`src/rtl/hrd_pkg.sv`:
```
package hrd_pkg;

  localparam logic [13:0] PCT_FULL    = 14'd10000;
  localparam logic [15:0] HUE_FULL    = 16'd36000;
  localparam logic [12:0] SECTOR_SPAN = 13'd6000;
  localparam logic [16:0] ONE_Q16     = 17'h10000;

  // floor(p * 65536 / 10000) == (p * PCT_RECIP) >> PCT_SHIFT, exact for p <= 10000
  localparam logic [26:0] PCT_RECIP  = 27'd109951163;
  localparam int          PCT_SHIFT  = 24;
  // floor(n / 6000) == (n * SPAN_RECIP) >> SPAN_SHIFT, exact for n < 2**29
  localparam logic [29:0] SPAN_RECIP = 30'd733007752;
  localparam int          SPAN_SHIFT = 42;

  // hue sectors of 60 degrees each
  localparam logic [2:0] SEC_RED_YEL = 3'd0;
  localparam logic [2:0] SEC_YEL_GRN = 3'd1;
  localparam logic [2:0] SEC_GRN_CYN = 3'd2;
  localparam logic [2:0] SEC_CYN_BLU = 3'd3;
  localparam logic [2:0] SEC_BLU_MAG = 3'd4;
  localparam logic [2:0] SEC_MAG_RED = 3'd5;

  // q16 channel level, 0 .. 65536
  typedef logic [16:0] lvl_t;

  typedef struct packed {
    logic        power;
    lvl_t        c;
    lvl_t        v;
    lvl_t        w;
    logic [2:0]  sector;
    logic [12:0] k;
  } chroma_t;

  typedef struct packed {
    logic power;
    lvl_t r;
    lvl_t g;
    lvl_t b;
    lvl_t w;
  } levels_t;

endpackage

```
`src/rtl/hrd_scale.sv`:
```
module hrd_scale (
  input  logic             clk_i,
  input  logic             rst_ni,
  input  logic [15:0]      full_duty_i,
  input  logic             vld_i,
  output logic             stall_o,
  input  hrd_pkg::levels_t data_i,
  output logic             vld_o,
  input  logic             stall_i,
  output logic [15:0]      red_o,
  output logic [15:0]      green_o,
  output logic [15:0]      blue_o,
  output logic [15:0]      white_o
);
  import hrd_pkg::*;

  logic        en;
  logic        vld_q;
  logic [32:0] r_prod, g_prod, b_prod, w_prod;
  logic [15:0] red_q, green_q, blue_q, white_q;

  assign en      = !vld_q || !stall_i;
  assign stall_o = !en;

  assign r_prod = 33'(data_i.r) * 33'(full_duty_i);
  assign g_prod = 33'(data_i.g) * 33'(full_duty_i);
  assign b_prod = 33'(data_i.b) * 33'(full_duty_i);
  assign w_prod = 33'(data_i.w) * 33'(full_duty_i);

  always_ff @(posedge clk_i or negedge rst_ni) begin
    if (!rst_ni) begin
      vld_q <= 1'b0;
    end else if (en) begin
      vld_q <= vld_i;
    end
  end

  // power off forces every channel dark
  always_ff @(posedge clk_i) begin
    if (en) begin
      red_q   <= data_i.power ? r_prod[31:16] : '0;
      green_q <= data_i.power ? g_prod[31:16] : '0;
      blue_q  <= data_i.power ? b_prod[31:16] : '0;
      white_q <= data_i.power ? w_prod[31:16] : '0;
    end
  end

  assign vld_o   = vld_q;
  assign red_o   = red_q;
  assign green_o = green_q;
  assign blue_o  = blue_q;
  assign white_o = white_q;

endmodule

```
`config.mk`:
```
export PLATFORM = sky130hd
export DESIGN_NAME = hrd_scale
export DESIGN_NICKNAME = d
export VERILOG_FILES = /design/src/rtl/hrd_pkg.sv /design/src/rtl/hrd_scale.sv
export SDC_FILE = /design/constraint.sdc
export NUM_CORES = 2
export LEC_CHECK = 0
export ABC_AREA = 0
export BUFFER_PORTS_ARGS = -buffer_cell sky130_fd_sc_hd__clkbuf_2
export CORE_UTILIZATION = 41
export CTS_BUF_LIST = sky130_fd_sc_hd__clkbuf_8
export CTS_CLUSTER_SIZE = 30
export DETAILED_ROUTE_END_ITERATION = 12
export GPL_TIMING_DRIVEN = 0
export PLACE_DENSITY_LB_ADDON = 0.15
export SLEW_MARGIN = 20
export SYNTH_ARGS = -nofsm -noshare
export SYNTH_HDL_FRONTEND = slang
export SYNTH_SLANG_ARGS = --single-unit
```
`constraint.sdc`:
```
create_clock -name clk_i -period 2.6 [get_ports clk_i]
set_input_delay 0.52 -clock clk_i [delete_from_list [all_inputs] [get_ports clk_i]]
set_output_delay 0.52 -clock clk_i [all_outputs]
set_load 0.01 [all_outputs]
```
Word level (Yosys, flattened, before mapping). Index checks and enable logic that the tools add are counted.

Input port bits: 89. Logic and storage cells: 13. Bits in registers: 65. Output and inout bits: 66.

Multipliers: 4. Reduce and logical (&&, ||, !) cells: 4.

Operators with widths (count): 17-bit by 16-bit multiplier with 32-bit output (4); 1-bit zero test (3); 1-bit logical OR (1).

Logic depth before layout (Yosys ltp).
Word-level depth: 3. Gate-level depth with buffers: 25. Depth with buffers taken out: 23.

Worst setup path before layout. No wires, ideal clock.

Path type: input to register. Start: input full_duty_i[9]. End: register white_q[15], in the netlist white_o[15], data pin. Setup slack: -3957 ps. Setup time: 266 ps. Path buffers: 3. Arrival time: 6291 ps. Stages on the path: 25. Data required time: 2334 ps. Cell sequence: clkbuf_1 clkbuf_1 clkbuf_1 nand2_1 fa_1 inv_1 fa_1 inv_1 fa_1 inv_1 fa_1 fa_1 inv_1 fa_1 inv_1 ha_1 a21oi_1 o21ai_0 a32oi_1 a21oi_1 nor3_1 o21ai_1 a311oi_1 xnor2_1 nor2_1.

Cells in the longest elaborated chain, start to end: 1.

Ends and longest elaborated chain: start, declared (line hrd_scale.sv:4) `input logic [15:0] full_duty_i,`; 17-bit by 16-bit multiplier with 32-bit output (line hrd_scale.sv:28) `assign w_prod = 33'(data_i.w) * 33'(full_duty_i);`; end signal, assigned (line hrd_scale.sv:44) `white_q <= data_i.power ? w_prod[31:16] : '0;`; end, declared (line hrd_scale.sv:20) `logic [15:0] red_q, green_q, blue_q, white_q;`.

Every way passes these cells. A chain may end at the register's enable or synchronous reset.

Worst setup path after layout.
Start: input full_duty_i[10]. End: register blue_q[14], in the netlist blue_o[14], data pin.

Cells in the longest elaborated chain, start to end: 1.

Ends and longest elaborated chain: 17-bit by 16-bit multiplier with 32-bit output (line hrd_scale.sv:27) `assign b_prod = 33'(data_i.b) * 33'(full_duty_i);`; end signal, assigned (line hrd_scale.sv:43) `blue_q <= data_i.power ? b_prod[31:16] : '0;`; end, declared (line hrd_scale.sv:20).

Every way passes these cells.

==> impl_results.md <==
* Mapped Avg Cell Area at between 9 and 10 um^2
* Reg-to-reg slack, setup at approximately 1.2 ns
* Hpwl dp at around 96 mm
* Critical path's top delay family: adder cells
* Number of synthesized flops with an enable pin at between 60 and 70
* Top cells by area, synth: fa_1, ha_1, inv_1, and2_1, nand2_1
* Grt total ovfl at 0
* Final Worst Setup Slack at -3.496 ns
* Critical path, cell by cell: clkbuf_8 -> clkbuf_16 -> nand2_1 -> fa_1 -> inv_1 -> fa_1 -> fa_1 -> fa_1 -> fa_1 -> inv_2 -> fa_1 -> inv_2 -> ha_4 -> and3_4 -> a221o_1 -> a21oi_2 -> nand2_2 -> o21ai_4 -> nor2_4 -> a311o_1 -> a31oi_1 -> mux2i_1
* Final antenna-violating net count at 0
* Crit Path Category: input pin to register
* Worst path required time at a little under 3 ns
* Max cap viols at 0
* Final Setup Violations at 64
* Max Used Layer: met5
* Fillers at between 8000 and 9000
* Met3 wire length at between 8 and 9 mm
* Clk buf depth at 2
* Max Fclk at about 160 MHz
* Clock slew at reported path FFs at approximately 0.070 ns
* Top post-synthesis cells by count: inv_1, fa_1, nand2_1, and2_1, ha_1
* Number of synthesis warnings at 0
* First-pass GRT wire length at approximately 180 mm
* Setup WS pre-CTS at -4.933 ns
* Most frequent cell after synthesis: inv_1
* Area Overhead vs Synth at 20.31%
* Vias post-DR at ~28000
* Worst skew pair latency at between 0.4 and 0.5 ns
* Met2 wire length at approximately 56 mm
* Num CTS Buffers at 9
* Startpoint types: input pin
* Hold WC Path Type: input pin to register
* Initial antenna violation count at 17
* Metal-1 WL at roughly 49 mm
* Clk root buf: clkbuf_8
* Slew @ Worst Pin at around 1.1 ns
* FP Rows at ~110
* Max Slew Vio Count at 0
* Critical-path top delay cell: fa_1
* RSZ-0062 raised after global routing: true
* Post-route minimum period at ~6.1 ns
* Overall Global Routing Usage at 0.2787
* Post-Syn Nets at about 5300
* Nets at roughly 5600
* Setup crit end kind: register
* Number of I/O pins at about 160
* Final core occ at 0.4974
* Routed len/inst at 21.89 um
* Die Height at 297.5 um
* Final period util at 2.345
* Final hold violations at 0
* Final hold slack at 0.2543 ns
* Worst-case clock skew at approximately 0.031 ns
* CP arrival at roughly 6.4 ns
* Max_slew headroom at 0.2371
* Post-synth ARST share at 0.01538
* H-tree depth at 3
* Synth top area share at 0.4606
* Post-synthesis cell count at 3976
* Die area at just under 90000 um^2
* Ys flop type: edfxtp_1
* Worst r2r src: vld_o
* # DRC at 0
* Crit-path max FO at 10
* Final wirelength at ~120 mm
* Pre-antenna DRT Iters at 5
* Share of cells above drive strength 1 at 0.1743
* Status: finished with violations
* Number of DRC markers in iteration 0 at 1795
* CP startpoint: full_duty_i[10]
* Worst hold path startpoint: vld_i
* Sink Count at 65
* Vias/cell at roughly 5.1
* CP peak stage delay at about 0.55 ns
* Seq cells post-synth at 65
* Die width at between 200 and 300 um
* Synth area leader: fa_1
* CP bufs+invs at 5
* Critical path's most frequent cell: fa_1
* Vias in the first global route at slightly below 30000
* Starting Density at 0.4134
* Post-Syn Area at ~36000 um^2
* Failing checks: negative setup slack
* Port Buffers at between 100 and 150
* Largest net degree at the start of global routing at 38
* CTS tree: yes
* Synth cell types at 57
* Placer congestion estimate at 0.9476
* Placeable core area at 86620 um^2
* Seq/Total Area, Yosys at 0.05436
## stage by stage
stage | cell area [um^2] | setup TNS, ns | cells
after floorplan | 36670 | -197.96 | 3976
after global placement | 38810 | -284.23 | 5271
after detailed placement | 38850 | -281.19 | 5272
after CTS | 42330 | -197.47 | 5366
after global routing | 43060 | -211.64 | 5417
final | 43080 | -201.56 | 5425
## path summary, 6_finish.rpt
check	end	depth (start not counted)
worst min register to register	green_o[5]	1
worst max register to register	red_o[9]	2
min in group asynchronous	vld_o	2
worst min-delay path	vld_o	2
max in group asynchronous	vld_o	2
worst max-delay path	blue_o[14]	22
## layout by cell type, fill, tap and decap left out, types with 34 or more instances in the layout
cell       Yosys  layout
a21oi_1       68      37
and2_1       498     479
buf_4          0      91
buf_6          0      35
clkbuf_16      0      56
clkbuf_2       0     122
clkbuf_4       0      39
clkbuf_8       0      65
edfxtp_1      64      64
fa_1         824     784
fa_2           0      40
ha_1         392     359
inv_1        950     916
inv_2          1      35
nand2_1      623     595
nor2_1        77      63
xnor2_1       46      34
## flip-flops by register name (all words and copies together) (netlist names)
signal / cells
white_o: 16
red_o: 16
green_o: 16
blue_o: 16
vld_o: 1
## worst register-to-register path, cell delays in order, from the launching register on
cell and delay [ns]:
dfrtp_1 0.41, nand2_4 0.38, buf_16 0.26
## layer usage
layer  vias to the layer above  global-route usage
met5                         -                   0
met4                         6              0.1222
met3                       187             0.04331
met2                       790              0.4577
met1                     14320              0.3637
li1                      12240                   -
## cells by family after synthesis
kind of cell	Yosys count	share of synthesized area
and+or+nand+nor	1293	0.1769
buffers and inverters	1140	0.1196
DFF	65	0.05436
adders and majority gates	1216	0.5976
AOI/OAI and AO/OA	187	0.03316
xor gates and xnor gates	72	0.01761
muxes	3	0.0008385
## what timing repair did
action / CTS / global route
hold endpoints to repair: 1 / 0
setup buffers: 77 / 49
hold buffers: 1 / 0
setup endpoints to repair: 64 / 64
cloned: 3 / 0
pin swaps: 122 / 109
gates resized for setup: 569 / 135
## cell type report
class	instances	area, um^2	share of cell area
multi-input combinational	2771	31110	0.7220
clock inverter	7	70.07	0.001626
tap	1155	1445	0.03354
timing repair buffer	268	2221	0.05155
clock buffer	9	123.9	0.002875
buffer	187	2570	0.05965
inverter	951	3570	0.08285
antenna	12	30.03	0.0006970
sequential	65	1947	0.04519
Power is not shown: default switching activity piles up to over one toggle a cycle in this logic, so the estimate is an artifact.
