## src/rtl/hrd_pkg.sv

```systemverilog
package hrd_pkg;

  localparam logic [13:0] PCT_FULL    = 14'd10000;
  localparam logic [15:0] HUE_FULL    = 16'd36000;
  localparam logic [12:0] SECTOR_SPAN = 13'd6000;
  localparam logic [16:0] ONE_Q16     = 17'h10000;

  // floor(p * 65536 / 10000) == (p * PCT_RECIP) >> PCT_SHIFT, exact for p <= 10000
  localparam logic [26:0] PCT_RECIP  = 27'd109951163;
  localparam int          PCT_SHIFT  = 24;
  // floor(n / 6000) == (n * SPAN_RECIP) >> SPAN_SHIFT, exact for n < 2**29
  localparam logic [29:0] SPAN_RECIP = 30'd733007752;
  localparam int          SPAN_SHIFT = 42;

  // hue sectors of 60 degrees each
  localparam logic [2:0] SEC_RED_YEL = 3'd0;
  localparam logic [2:0] SEC_YEL_GRN = 3'd1;
  localparam logic [2:0] SEC_GRN_CYN = 3'd2;
  localparam logic [2:0] SEC_CYN_BLU = 3'd3;
  localparam logic [2:0] SEC_BLU_MAG = 3'd4;
  localparam logic [2:0] SEC_MAG_RED = 3'd5;

  // q16 channel level, 0 .. 65536
  typedef logic [16:0] lvl_t;

  typedef struct packed {
    logic        power;
    lvl_t        c;
    lvl_t        v;
    lvl_t        w;
    logic [2:0]  sector;
    logic [12:0] k;
  } chroma_t;

  typedef struct packed {
    logic power;
    lvl_t r;
    lvl_t g;
    lvl_t b;
    lvl_t w;
  } levels_t;

endpackage

```

## src/rtl/hrd_mix.sv

```systemverilog
module hrd_mix (
  input  logic             clk_i,
  input  logic             rst_ni,
  input  logic             vld_i,
  output logic             stall_o,
  input  hrd_pkg::chroma_t data_i,
  output logic             vld_o,
  input  logic             stall_i,
  output hrd_pkg::levels_t data_o
);
  import hrd_pkg::*;

  logic        en3, en4, en5;
  logic        s3_vld_q, s4_vld_q, s5_vld_q;
  logic        s3_pwr_q, s4_pwr_q;
  logic [2:0]  s3_sec_q, s4_sec_q;
  lvl_t        s3_c_q, s3_m_q, s3_w_q;
  lvl_t        s4_c_q, s4_m_q, s4_w_q, s4_x_q;
  logic [29:0] s3_xp_q;
  logic [59:0] x_prod;
  lvl_t        r, g, b;
  levels_t     s5_q;

  assign en5     = !s5_vld_q || !stall_i;
  assign en4     = !s4_vld_q || en5;
  assign en3     = !s3_vld_q || en4;
  assign stall_o = !en3;

  always_ff @(posedge clk_i or negedge rst_ni) begin
    if (!rst_ni) begin
      s3_vld_q <= 1'b0;
      s4_vld_q <= 1'b0;
      s5_vld_q <= 1'b0;
    end else begin
      if (en3) s3_vld_q <= vld_i;
      if (en4) s4_vld_q <= s3_vld_q;
      if (en5) s5_vld_q <= s4_vld_q;
    end
  end

  // stage 3: c * k and the common offset m
  always_ff @(posedge clk_i) begin
    if (en3) begin
      s3_pwr_q <= data_i.power;
      s3_sec_q <= data_i.sector;
      s3_c_q   <= data_i.c;
      s3_m_q   <= data_i.v - data_i.c;
      s3_w_q   <= data_i.w;
      s3_xp_q  <= 30'(data_i.c) * 30'(data_i.k);
    end
  end

  // stage 4: divide by the sector span via reciprocal
  assign x_prod = 60'(s3_xp_q) * 60'(SPAN_RECIP);

  always_ff @(posedge clk_i) begin
    if (en4) begin
      s4_pwr_q <= s3_pwr_q;
      s4_sec_q <= s3_sec_q;
      s4_c_q   <= s3_c_q;
      s4_m_q   <= s3_m_q;
      s4_w_q   <= s3_w_q;
      s4_x_q   <= x_prod[SPAN_SHIFT+16:SPAN_SHIFT];
    end
  end

  // stage 5: place c and x by sector and add the common offset m
  always_comb begin
    case (s4_sec_q)
      SEC_RED_YEL: begin r = s4_c_q; g = s4_x_q; b = '0;     end
      SEC_YEL_GRN: begin r = s4_x_q; g = s4_c_q; b = '0;     end
      SEC_GRN_CYN: begin r = '0;     g = s4_c_q; b = s4_x_q; end
      SEC_CYN_BLU: begin r = '0;     g = s4_x_q; b = s4_c_q; end
      SEC_BLU_MAG: begin r = s4_x_q; g = '0;     b = s4_c_q; end
      default:     begin r = s4_c_q; g = '0;     b = s4_x_q; end
    endcase
  end

  always_ff @(posedge clk_i) begin
    if (en5) begin
      s5_q.power <= s4_pwr_q;
      s5_q.r     <= r + s4_m_q;
      s5_q.g     <= g + s4_m_q;
      s5_q.b     <= b + s4_m_q;
      s5_q.w     <= s4_w_q;
    end
  end

  assign vld_o  = s5_vld_q;
  assign data_o = s5_q;

endmodule

```

## config.mk

```make
export PLATFORM = sky130hd
export DESIGN_NAME = hrd_mix
export DESIGN_NICKNAME = d
export VERILOG_FILES = /design/src/rtl/hrd_pkg.sv /design/src/rtl/hrd_mix.sv
export SDC_FILE = /design/constraint.sdc
export NUM_CORES = 2
export LEC_CHECK = 0
export BUFFER_PORTS_ARGS = -buffer_cell sky130_fd_sc_hd__buf_2
export CAP_MARGIN = 15
export CELL_PAD_IN_SITES_DETAIL_PLACEMENT = 1
export CELL_PAD_IN_SITES_GLOBAL_PLACEMENT = 1
export CORE_AREA = 2 2 248 250
export CTS_CLUSTER_DIAMETER = 150
export CTS_CLUSTER_SIZE = 24
export DETAILED_ROUTE_END_ITERATION = 16
export DIE_AREA = 0 0 250 252
export PLACE_DENSITY = 0.82
export REMOVE_ABC_BUFFERS = 1
export SYNTH_ARGS = -nofsm -noshare
export SYNTH_HDL_FRONTEND = slang
export SYNTH_SLANG_ARGS = --single-unit
```

## constraint.sdc

```tcl
create_clock -name clk_i -period 6.8 [get_ports clk_i]
set_input_delay 0.68 -clock clk_i [delete_from_list [all_inputs] [get_ports clk_i]]
set_output_delay 0.68 -clock clk_i [all_outputs]
set_load 0.01 [all_outputs]
```

After elaboration in Yosys (flattened, before gate mapping)
Index checks and enable logic that the tools add are counted.
- logic and storage cells: 48
- flip-flop bits (word level): 229
- bits of input ports: 72
- muxes and demuxes: 3
- multiply operators: 2
- reductions and logical operators: 15
- add/subtract/negate cells: 4
- eq/ne operators: 4
- operators by type and width (cell ; count):
    $pmux W17 S2 ; 3
    $mul A30 B27 Y56 const B ; 1
    $add A17 B17 Y17 ; 3
    $mul A17 B13 Y30 ; 1
    $sub A17 B17 Y17 ; 1
    $reduce_or A2 Y1 ; 6
    $eq A3 B2 Y1 const B ; 2
    $logic_not A1 Y1 ; 5
    $eq A3 B1 Y1 const B ; 1
    $eq A3 B3 Y1 const B ; 1
    $logic_not A3 Y1 ; 1
    $logic_or A1 B1 Y1 ; 3

Logic depth before layout (Yosys ltp)
- depth in word-level cells: 5
- depth in mapped cells: 24
- mapped depth without buffers: 23

Worst setup path before layout
OpenSTA, ideal clock, no wires.
- kind: reg2reg
- start: register s3_xp_q[15]
- end: register s4_x_q[5] (data pin)
- data arrival time: 5.897 ns
- cell stages (with the launch flop): 24
- period minus slack after synthesis: 6.156 ns
- path slack: 0.644 ns
- data required time: 6.542 ns
- path through: edfxtp_1 -> inv_1 -> fa_1 -> fa_1 -> inv_1 -> ha_1 -> inv_1 -> fa_1 -> inv_1 -> fa_1 -> fa_1 -> inv_1 -> fa_1 -> inv_1 -> ha_1 -> a211o_1 -> a21oi_1 -> a211o_2 -> o211ai_1 -> o211ai_1 -> nand2_1 -> a311o_1 -> a31o_2 -> xor2_1
- cells in the longest elaborated chain, start to end: 1
- ends and longest elaborated chain (item ; line ; text):
    start: declaration ; hrd_mix.sv:19 ; logic [29:0] s3_xp_q;
    start signal: assignment ; hrd_mix.sv:49 ; s3_xp_q <= 30'(data_i.c) * 30'(data_i.k);
    $mul A30 B27 Y56 ; hrd_mix.sv:54 ; assign x_prod = 60'(s3_xp_q) * 60'(SPAN_RECIP);
    net x_prod[47] ; hrd_mix.sv:20 ; logic [59:0] x_prod;
    end signal: assignment ; hrd_mix.sv:63 ; s4_x_q <= x_prod[SPAN_SHIFT+16:SPAN_SHIFT];
    end: declaration ; hrd_mix.sv:18 ; lvl_t s4_c_q, s4_m_q, s4_w_q, s4_x_q;
The timed path passes the listed nets, and every way through them passes these cells.
A chain may end at the register's enable or synchronous reset.

Final worst setup path
- start: register s3_xp_q[7]
- end: register s4_x_q[5] (data pin)
Same word-level chain as after synthesis.

==> impl_metrics.toml <==
[worst_setup_path]
r2r_cells = 20
crit_required_ps = 7070
crit_type = "reg -> reg"
crit_path_end_kind = "register"
crit_start = "s3_xp_q[7]"
cp_max_fo = 5
regToRegStartpoint = "s3_xp_q[7]"
cp-start-kind = "register"
arrival_ps = 6890

[placed_design]
post-place-ws_ps = -60.2
gp_congestion = 1.02
dpl.hpwl_um = 77300
port_buffers = 142

[floorplan]
die-area_um2 = 63000
io_pins = 143
fp.dieH_um = 252
die_w_um = 250
initial_core_util_pct = 51.5
core-area_um2 = 60100
rows = 90

[cts]
cts_buffers = 13
insertion_delay_ps = 510
clockBufferDepth = 3
clkTransAtPathRegs_ps = 110
htree_levels = 1
cts_root_buf = "clkbuf_16"
clock_sinks = 229
cts_tree = "done"

[finish]
fin_nets = 4104
fillers = 6601
drive_gt1_share_pct = 8.26
multi_input_area_um2 = 21000
regArea_um2 = 6860
diodes = 0
final_cell_mix = "779 x inv_1, 495 x fa_1, 449 x ha_1, 226 x edfxtp_1, 208 x nand2_1"
area_delta_synth_final_pct = 7.83
fin_util_pct = 55.6
layout_commonest_cell = "inv_1"

[timing]
setup_viol = 0
fin_crit_sh_pct = 97.4
fin_crit_ps = 6620
final-max-slew-violation-count = 0
final.setup.worst_slack_ps = 178
tightest_slew_ps = 917
fmax_mhz = 151
hold_viol_final = 0
finalClockSkew_ps = 26.1
slew_headroom_pct = 38.9

[yosys]
netlist_area_um2 = 31000
synth_top_area_share_pct = 32.1
ys_async_sr_fraction_pct = 1.31
yosys_most_used_dff = "edfxtp_1"
yosysWarnings = 0
synth_cells = 2913
ys_seq_area_share_pct = 22.1
syn_area_per_cell_um2 = 10.6
synth_top_area_cell = "fa_1"
yosys-top-cells-area = "fa_1 32%, edfxtp_1 22%, ha_1 18%"
synth-seq-cells = 229
synth_edf_count = 226
synthDistinctLibCells = 65

[detailed_routing]
dr.pass1.iters = 5
initialDrtViolationCount = 1217
final_antenna_net_count = 0
post-route-drc-count = 0
wl_per_cell_um = 23.4
wirelength_um = 90600
vias = 21606
avgViaCountPerCell = 5.58

[grt]
grt_overflow = 0
antenna_found_initial = 2
grt_pass1_wl_um = 140000
grt_max_degree = 74
grt_pass1_vias = 24768
grt_usage_pct = 29.2

[min_path]
hp-class = "in -> reg"
min-delay-start = "data_i[22]"
min_path_cells = 1

[outcome]
status = "complete, no violations"

[run]
max-cap-violations = 0
-- kinds of logic after synthesis --
group	count (synthesis)	synth area share, %
adder cells (fa/ha/maj)	946	50.2
buffers and inverters	835	10.1
AND/OR/NAND/NOR	475	7.36
AO/OA/AOI/OAI	319	7.05
flip-flops	229	22.1
XOR/XNOR	107	3.02
multiplexers	2	0.0686
-- layout make-up --
cell class	instances	share of cell area, %
tap	782	2.93
sequential	229	20.5
inverter	785	8.82
timing repair buffer	208	3.70
clock buffer	16	1.01
multi-input combinational	1849	63.0
clock inverter	1	0.0487
-- critical path, stage by stage (launching register included) --
cell and delay [ps]:
edfxtp_1 500, buf_4 190, buf_4 120, ha_1 240, fa_1 530, fa_1 500
fa_1 590, fa_1 470, fa_1 510, inv_1 50, fa_1 480, inv_1 50
ha_1 330, a21oi_1 210, a21boi_0 210, o211ai_1 190, o211ai_1 330, nand2_1 190
a311o_1 320, a31o_2 250, xor2_1 140
-- stage by stage --
step,area [um2],hold slack [ps],cells,setup TNS [ps]
after detailed placement,32800,406,3831,-60.2
after global placement,32800,401,3831,0
after CTS,33200,342,3850,0
final,33400,356,3870,0
after floorplan,30800,384,2863,0
after global routing,33400,346,3870,-49.2
-- layer usage --
metal | share of wire, % | global-route usage (%)
met5 | 0.031 | 0
met4 | 3.3 | 9.00
met3 | 7.0 | 5.69
met2 | 49 | 50.1
met1 | 41 | 37.4
-- registers in the layout, summed over array words and instances, names as in the netlist --
signal / flops
s3_c_q: 17
s3_vld_q: 1
s4_m_q: 17
s3_w_q: 17
s4_vld_q: 1
s4_c_q: 17
s4_x_q: 17
s4_w_q: 17
data_o: 69
s4_pwr_q: 1
vld_o: 1
s3_sec_q: 3
s3_m_q: 17
s4_sec_q: 3
s3_xp_q: 30
s3_pwr_q: 1
-- what timing repair did --
item,4_1_cts,5_1_grt
endpoints found under the hold margin,3,0
pin swaps,1,6
gates cloned,0,0
hold buffers,1,0
buffers inserted,1,19
resized for setup,0,16
endpoints found under the setup margin,2,10
-- path summary, 6_finish.rpt --
check	slack, ps	end
worst max-delay path	180	s4_x_q[5]
worst max register to register	180	s4_x_q[5]
worst min register to register	410	s4_c_q[2]
worst min-delay path	360	s3_w_q[6]
max in group asynchronous	6160	vld_o
min in group asynchronous	530	s3_vld_q
-- synthesized netlist by cell type, drive strengths merged (5+ instances only) --
| master | number |
|---|---|
| a211o | 7 |
| a211oi | 14 |
| a21boi | 8 |
| a21o | 30 |
| a21oi | 87 |
| a22o | 47 |
| a22oi | 5 |
| a31oi | 6 |
| and2 | 79 |
| and3 | 8 |
| clkbuf | 50 |
| edfxtp | 226 |
| fa | 497 |
| ha | 449 |
| inv | 785 |
| nand2 | 209 |
| nand2b | 11 |
| nand3 | 31 |
| nand4 | 12 |
| nor2 | 53 |
| nor2b | 11 |
| nor3 | 22 |
| o2111ai | 5 |
| o211ai | 8 |
| o21a | 11 |
| o21ai | 53 |
| o21bai | 10 |
| or2 | 8 |
| or3 | 16 |
| xnor2 | 71 |
| xor2 | 36 |
Power is left out: the tool's default activity adds up to more than one toggle a clock period on the data nets, which glitch-free logic cannot reach.
