### src/rtl/hrd_pkg.sv
package hrd_pkg;

  localparam logic [13:0] PCT_FULL    = 14'd10000;
  localparam logic [15:0] HUE_FULL    = 16'd36000;
  localparam logic [12:0] SECTOR_SPAN = 13'd6000;
  localparam logic [16:0] ONE_Q16     = 17'h10000;

  // floor(p * 65536 / 10000) == (p * PCT_RECIP) >> PCT_SHIFT, exact for p <= 10000
  localparam logic [26:0] PCT_RECIP  = 27'd109951163;
  localparam int          PCT_SHIFT  = 24;
  // floor(n / 6000) == (n * SPAN_RECIP) >> SPAN_SHIFT, exact for n < 2**29
  localparam logic [29:0] SPAN_RECIP = 30'd733007752;
  localparam int          SPAN_SHIFT = 42;

  // hue sectors of 60 degrees each
  localparam logic [2:0] SEC_RED_YEL = 3'd0;
  localparam logic [2:0] SEC_YEL_GRN = 3'd1;
  localparam logic [2:0] SEC_GRN_CYN = 3'd2;
  localparam logic [2:0] SEC_CYN_BLU = 3'd3;
  localparam logic [2:0] SEC_BLU_MAG = 3'd4;
  localparam logic [2:0] SEC_MAG_RED = 3'd5;

  // q16 channel level, 0 .. 65536
  typedef logic [16:0] lvl_t;

  typedef struct packed {
    logic        power;
    lvl_t        c;
    lvl_t        v;
    lvl_t        w;
    logic [2:0]  sector;
    logic [12:0] k;
  } chroma_t;

  typedef struct packed {
    logic power;
    lvl_t r;
    lvl_t g;
    lvl_t b;
    lvl_t w;
  } levels_t;

endpackage

### src/rtl/hrd_norm.sv
module hrd_norm (
  input  logic            clk_i,
  input  logic            rst_ni,
  input  logic            vld_i,
  output logic            stall_o,
  input  logic            power_i,
  input  logic [15:0]     hue_i,
  input  logic [13:0]     sat_i,
  input  logic [13:0]     bri_i,
  output logic            vld_o,
  input  logic            stall_i,
  output hrd_pkg::chroma_t data_o
);
  import hrd_pkg::*;

  logic        en1, en2;
  logic        s1_vld_q;
  logic        s1_pwr_q;
  lvl_t        s1_s_q, s1_v_q;
  logic [15:0] s1_hue_q;
  logic        s2_vld_q;
  chroma_t     s2_q, s2_d;

  logic [13:0] sat_c, bri_c;
  logic [40:0] s_prod, v_prod;
  logic [15:0] hue_w;
  logic [33:0] c_prod, w_prod;
  lvl_t        s_inv;
  logic [2:0]  sector;
  logic [15:0] base;
  logic [12:0] frac;

  assign en2     = !s2_vld_q || !stall_i;
  assign en1     = !s1_vld_q || en2;
  assign stall_o = !en1;

  // stage 1: clamp, percent to q16, hue wrap
  assign sat_c  = (sat_i > PCT_FULL) ? PCT_FULL : sat_i;
  assign bri_c  = (bri_i > PCT_FULL) ? PCT_FULL : bri_i;
  assign s_prod = 41'(sat_c) * 41'(PCT_RECIP);
  assign v_prod = 41'(bri_c) * 41'(PCT_RECIP);
  assign hue_w  = (hue_i >= HUE_FULL) ? hue_i - HUE_FULL : hue_i;

  always_ff @(posedge clk_i or negedge rst_ni) begin
    if (!rst_ni) begin
      s1_vld_q <= 1'b0;
    end else if (en1) begin
      s1_vld_q <= vld_i;
    end
  end

  always_ff @(posedge clk_i) begin
    if (en1) begin
      s1_pwr_q <= power_i;
      s1_s_q   <= s_prod[PCT_SHIFT+16:PCT_SHIFT];
      s1_v_q   <= v_prod[PCT_SHIFT+16:PCT_SHIFT];
      s1_hue_q <= hue_w;
    end
  end

  // stage 2: chroma, white, sector split
  assign s_inv  = ONE_Q16 - s1_s_q;
  assign c_prod = 34'(s1_v_q) * 34'(s1_s_q);
  assign w_prod = 34'(s_inv) * 34'(s1_v_q);

  always_comb begin
    if (s1_hue_q >= 16'd30000) begin
      sector = SEC_MAG_RED;
      base   = 16'd30000;
    end else if (s1_hue_q >= 16'd24000) begin
      sector = SEC_BLU_MAG;
      base   = 16'd24000;
    end else if (s1_hue_q >= 16'd18000) begin
      sector = SEC_CYN_BLU;
      base   = 16'd18000;
    end else if (s1_hue_q >= 16'd12000) begin
      sector = SEC_GRN_CYN;
      base   = 16'd12000;
    end else if (s1_hue_q >= 16'(SECTOR_SPAN)) begin
      sector = SEC_YEL_GRN;
      base   = 16'(SECTOR_SPAN);
    end else begin
      sector = SEC_RED_YEL;
      base   = 16'd0;
    end
    frac = 13'(s1_hue_q - base);
  end

  always_comb begin
    s2_d.power  = s1_pwr_q;
    s2_d.c      = c_prod[32:16];
    s2_d.v      = s1_v_q;
    s2_d.w      = w_prod[32:16];
    s2_d.sector = sector;
    // falling edge of the sector ramp in odd sectors
    s2_d.k      = sector[0] ? SECTOR_SPAN - frac : frac;
  end

  always_ff @(posedge clk_i or negedge rst_ni) begin
    if (!rst_ni) begin
      s2_vld_q <= 1'b0;
    end else if (en2) begin
      s2_vld_q <= s1_vld_q;
    end
  end

  always_ff @(posedge clk_i) begin
    if (en2) begin
      s2_q <= s2_d;
    end
  end

  assign vld_o  = s2_vld_q;
  assign data_o = s2_q;

endmodule

### config.mk
export PLATFORM = sky130hd
export DESIGN_NAME = hrd_norm
export DESIGN_NICKNAME = d
export VERILOG_FILES = /design/src/rtl/hrd_pkg.sv /design/src/rtl/hrd_norm.sv
export SDC_FILE = /design/constraint.sdc
export NUM_CORES = 2
export LEC_CHECK = 0
export ABC_AREA = 1
export BUFFER_PORTS_ARGS = -buffer_cell sky130_fd_sc_hd__buf_2
export CAP_MARGIN = 30
export CORE_MARGIN = 2
export CORE_UTILIZATION = 30
export DETAILED_ROUTE_END_ITERATION = 8
export GPL_ROUTABILITY_DRIVEN = 1
export RECOVER_POWER = 100
export SLEW_MARGIN = 15
export SYNTH_ARGS = -nofsm -noshare
export SYNTH_HDL_FRONTEND = slang
export SYNTH_SLANG_ARGS = --single-unit
### constraint.sdc
create_clock -name clk_i -period 6.6 [get_ports clk_i]
set_input_delay 1.65 -clock clk_i [delete_from_list [all_inputs] [get_ports clk_i]]
set_output_delay 1.65 -clock clk_i [all_outputs]
set_load 0.02 [all_outputs]
* Word level (Yosys, flattened, before mapping)
Index checks and enable logic that the tools add are counted.
Storage, ports and cells: word-level logic and storage cells 50, output and inout bits 70, flip-flop bits (word level) 121, bits of input ports 49
Operators by class: reductions and logical operators 7, $mul 4, $lt $le $gt $ge 8, $add $sub $neg 4, multiplexer cells 14
Operator list (count):
- multiplier 14 x 27 -> 41 bit (second input constant) | 2
- 2-to-1 mux 13 bit | 6
- multiplier 17 x 17 -> 33 bit | 2
- >= comparator 16 x 15 -> 1 bit (second input constant) | 3
- greater-than comparator 14 bit (second input constant) | 2
- 2-to-1 mux 14 bit | 2
- subtractor 17 bit (first input constant) | 1
- >= comparator 16 x 13 -> 1 bit (second input constant) | 1
- >= comparator 16 x 14 -> 1 bit (second input constant) | 1
- >= comparator 16 bit (second input constant) | 1
- 2-to-1 mux 16 bit | 1
- subtractor 16 bit (second input constant) | 1
- subtractor 13 bit | 1
- subtractor 13 bit (first input constant) | 1
- logical NOT 1 bit | 4
- 2-to-1 mux 2 bit | 2
- 2-to-1 mux 1 bit | 3
- logical OR 1 bit | 2
- OR reduction 2 bit | 1

* Depth between registers and ports, before layout
word-level depth 9, gate-level depth with buffers 36, gate-level depth less buffers 35

* Least setup slack after synthesis
No wires, ideal clock.
path kind input to register, start point in sat_i[13], end point reg s1_s_q[12] (data pin), data required time 6335 ps, buffers on the path 2, path slack -850 ps, setup time 265 ps, arrival 7185 ps, cell stages on the path 30, path through buf_4 > nand4_1 > nor2_1 > nand2_1 > nand2_1 > inv_1 > clkbuf_1 > nor2_1 > ha_1 > fa_1 > inv_1 > fa_1 > inv_1 > fa_1 > inv_1 > fa_1 > inv_1 > fa_1 > ha_1 > nand2_1 > nor2_1 > inv_1 > nor2_2 > inv_1 > nor3_2 > nand2_1 > a21oi_1 > nor3_1 > o21ai_0 > xor2_1
On the way: word-level cells in the longest chain between the ends 3
RTL lines:
- start, declared | line hrd_norm.sv:8 | input logic [13:0] sat_i,
- greater-than comparator 14 bit | line hrd_norm.sv:38 | assign sat_c = (sat_i > PCT_FULL) ? PCT_FULL : sat_i;
- 2-to-1 mux 14 bit (*) | line hrd_norm.sv:38
- multiplier 14 x 27 -> 41 bit (*) | line hrd_norm.sv:40 | assign s_prod = 41'(sat_c) * 41'(PCT_RECIP);
- via s_prod[36] | line hrd_norm.sv:25 | logic [40:0] s_prod, v_prod;
- end signal, assigned | line hrd_norm.sv:55 | s1_s_q <= s_prod[PCT_SHIFT+16:PCT_SHIFT];
- end, declared | line hrd_norm.sv:19 | lvl_t s1_s_q, s1_v_q;
The timed path passes the listed nets; every way through them passes the cells marked *. A chain may end at the register's enable or synchronous reset.

* Worst setup path after layout
start point in sat_i[5], end point reg s1_s_q[6] (data pin)
The elaborated chain is that of the path after synthesis.

==> summary.md <==
| Metric | Value |
|---|---|
| Initial antenna violation count | `1` |
| Post-synthesis async set-or-reset flop share | `0.0165` |
| Multi-input gate area | `0.0320 mm2` |
| R2R cell count | `31` |
| Vias in the first global route | `33687` |
| Worst Setup Start Kind | `input port` |
| # fillers | `about 13000` |
| Gate Count Post-Synth | `between 4000 and 5000` |
| Area Overhead vs Synth | `28.4%` |
| Netlist cell types | `57` |
| Max_slew headroom | `-0.732` |
| Cell family with most CP delay | `adder cells` |
| Max Fclk | `0.147 GHz` |
| Vias | `31774` |
| TritonCTS clock tree | `built` |
| GR Overflow Total | `0` |
| WL per Instance | `16.0 um` |
| CTS max path bufs | `2` |
| Root buffer cell | `clkbuf_16` |
| Worst path arrival time | `7050 ps` |
| Share of layout cells above drive strength 1 | `0.249` |
| Worst hold slack | `445 ps` |
| Clock sinks | `121` |
| Die ar. | `0.130 mm2` |
| Tcrit/Tclk final | `1.03` |
| Row count | `130` |
| Detailed Route WL | `112000 um` |
| CP Max Fanout | `5` |
| CP peak stage delay | `610 ps` |
| GRT Overall Usage | `0.173` |
| EDFF count, synth | `approximately 120` |
| Core Area | `0.126 mm2` |
| CTS clock-pin slew for the worst setup and hold paths | `60 ps` |
| CTS HTree Levels | `4` |
| Most numerous cell in the Yosys netlist | `inv_1` |
| Mapped cell area | `around 0.038 mm2` |
| Crit path top cell by count | `inv_2` |
| Worst skew pair latency | `470 ps` |
| Die Y-Extent | `360 um` |
| Width of the die | `360 um` |
| Min cycle time layout | `6820 ps` |
| Reg-to-reg setup timing slack | `-130 ps` |
| Most frequent cells after synthesis | `inv_1 (1266), nand2_1 (900), fa_1 (695), ha_1 (502), nor2_1 (302)` |
| Worst hold path depth | `0` |
| Main synth FF type | `edfxtp_1` |
| Syn Area/Cell | `8.24 um2` |
| DP HPWL | `96700 um` |
| Largest net degree at the start of global routing | `38` |
| Setup_tns | `-4610 ps` |
| TritonCTS Buffers | `17` |
| WHS Endpoint | `data_o[67]` |
| Status | `complete, but fails checks` |
| Slew @ Worst Pin | `2600 ps` |
| Critical hold path startpoint | `s1_pwr_q` |
| Max-Cap Viols | `3` |
| Yosys reg bits | `121` |
| Post-Route Skew | `10.4 ps` |
| Largest area contributor in the netlist | `fa_1` |
| 1st-iter DRT viols | `~1600` |
| Ports | `119` |
| RSZ-0062 raised after global routing | `true` |
| Buf/Inv on CP | `9` |
| ANT nets after route | `0` |
| Final setup viols | `39` |
| PortBufs | `118` |
| Register area share after synthesis | `0.0953` |
| Critical-path top delay cell | `fa_2` |
| Remaining DRCs | `0` |
| Initial core utilization | `0.302` |
| Slew Viols, Final | `108` |
| Global-route wire length before repair | `between 150000 and 200000 um` |
| Worst path required time | `6830 ps` |
| Reg-to-reg startpoint | `s1_s_q[1]` |
| Worst setup margin | `-222 ps` |
| Crit Path Class | `input port to flip-flop` |
| Initial DRT Pass Iterations | `5` |
| Hold Path Class | `flip-flop to flip-flop` |
| Top cell type's share of synthesized area | `0.366` |
| Reg area | `about 0.0036 mm2` |
| Final Hold Vio Count | `0` |
| Critical Path End Type | `flip-flop` |
| Yosys Warn Count | `0` |
| Failing checks | `max-capacitance violations, max-slew violations, negative setup slack` |
| Main area contributors after synthesis | `fa_1 (37%), ha_1 (17%), inv_1 (13%), edfxtp_1 (9.4%), nand2_1 (8.9%)` |
| Post-DR vias/cell | `around 4.6` |
| Critical R2R Capture | `data_o[29]` |
| Nets | `6538` |
| GPL Wtd Cong | `0.917` |
-- worst max path at each step --
stage / startpoint / endpoint / depth (start not counted)
after CTS: bri_i[1] / s1_v_q[9] / 31
after detailed placement: bri_i[12] / s1_v_q[9] / 32
after floorplan: sat_i[13] / s1_s_q[12] / 32
after global placement: bri_i[11] / s1_v_q[9] / 32
final: sat_i[5] / s1_s_q[6] / 29
after global routing: sat_i[5] / s1_s_q[2] / 30
-- metal layers --
| layer | vias to the layer above | wire, um | global-route usage | part of all wire |
|---|---|---|---|---|
| met3 | 124 | 4880 | 0.0176 | 0.044 |
| met5 | - | 0 | 0 | 0 |
| met1 | 15807 | 48200 | 0.223 | 0.43 |
| met4 | 0 | 2890 | 0.0457 | 0.026 |
| met2 | 677 | 55600 | 0.310 | 0.50 |
| li1 | 15166 | - | - | - |
-- stage by stage --
step           cells  instance area (um2)  utilization  setup WS, ps
2_1_floorplan   4620                38600            -          -451
3_5_place_dp    6851                45200        0.359         -1020
3_3_place_gp    6850                45100        0.359          -954
5_1_grt         6955                48800        0.388          -402
6_report        6956                48800        0.388          -222
4_1_cts         6931                47400        0.377          -158
-- cell type report --
class	instances	share of cell area
multi-input cells	3106	0.655
flip-flops and latches	121	0.0743
diodes	1	0.0000513
well taps	1650	0.0423
inverters	1275	0.0993
repair buffers	771	0.118
clock inverters	15	0.00241
clock buffers	17	0.00872
-- cell families (layout without fill, tap and decap cells) --
group                    Yosys count  in the layout  synth area share
buffers and inverters           1393           2078             0.140
other                              2             13          0.000198
AND/OR/NAND/NOR                 1399           1399             0.150
flip-flops                       121            121            0.0953
XOR/XNOR                         104            104            0.0240
adder cells (fa/ha/maj)         1197           1197             0.531
AO/OA/AOI/OAI                    394            394            0.0591
-- state kept, by name (all words and copies together), names as in the netlist --
name,cells
s1_pwr_q,1
s1_v_q,17
s1_vld_q,1
s1_hue_q,16
data_o,68
vld_o,1
s1_s_q,17
-- cell usage in the layout (no fill, tap or decap), types with 31 or more instances in the layout --
| cell | count |
|---|---|
| nand2_4 | 31 |
| inv_1 | 1171 |
| buf_2 | 31 |
| fa_1 | 664 |
| nor2_1 | 223 |
| buf_6 | 46 |
| edfxtp_1 | 119 |
| o21ai_0 | 60 |
| a21oi_1 | 105 |
| nand2_2 | 83 |
| ha_1 | 441 |
| a21oi_2 | 46 |
| nand2_1 | 791 |
| nand3_1 | 47 |
| fa_2 | 31 |
| nor2_2 | 35 |
| nor2_4 | 57 |
| clkbuf_1 | 86 |
| ha_4 | 56 |
| buf_4 | 590 |
| xor2_1 | 68 |
| inv_2 | 87 |
-- timing repair --
action	CTS	global route
hold buffers	0	0
pin swaps	191	206
cloned	0	0
gates resized for setup	352	356
endpoints found under the setup margin	51	52
buffers inserted	49	30
Power is left out: the tool's default activity adds up to more than one toggle a clock period on the data nets, which glitch-free logic cannot reach.
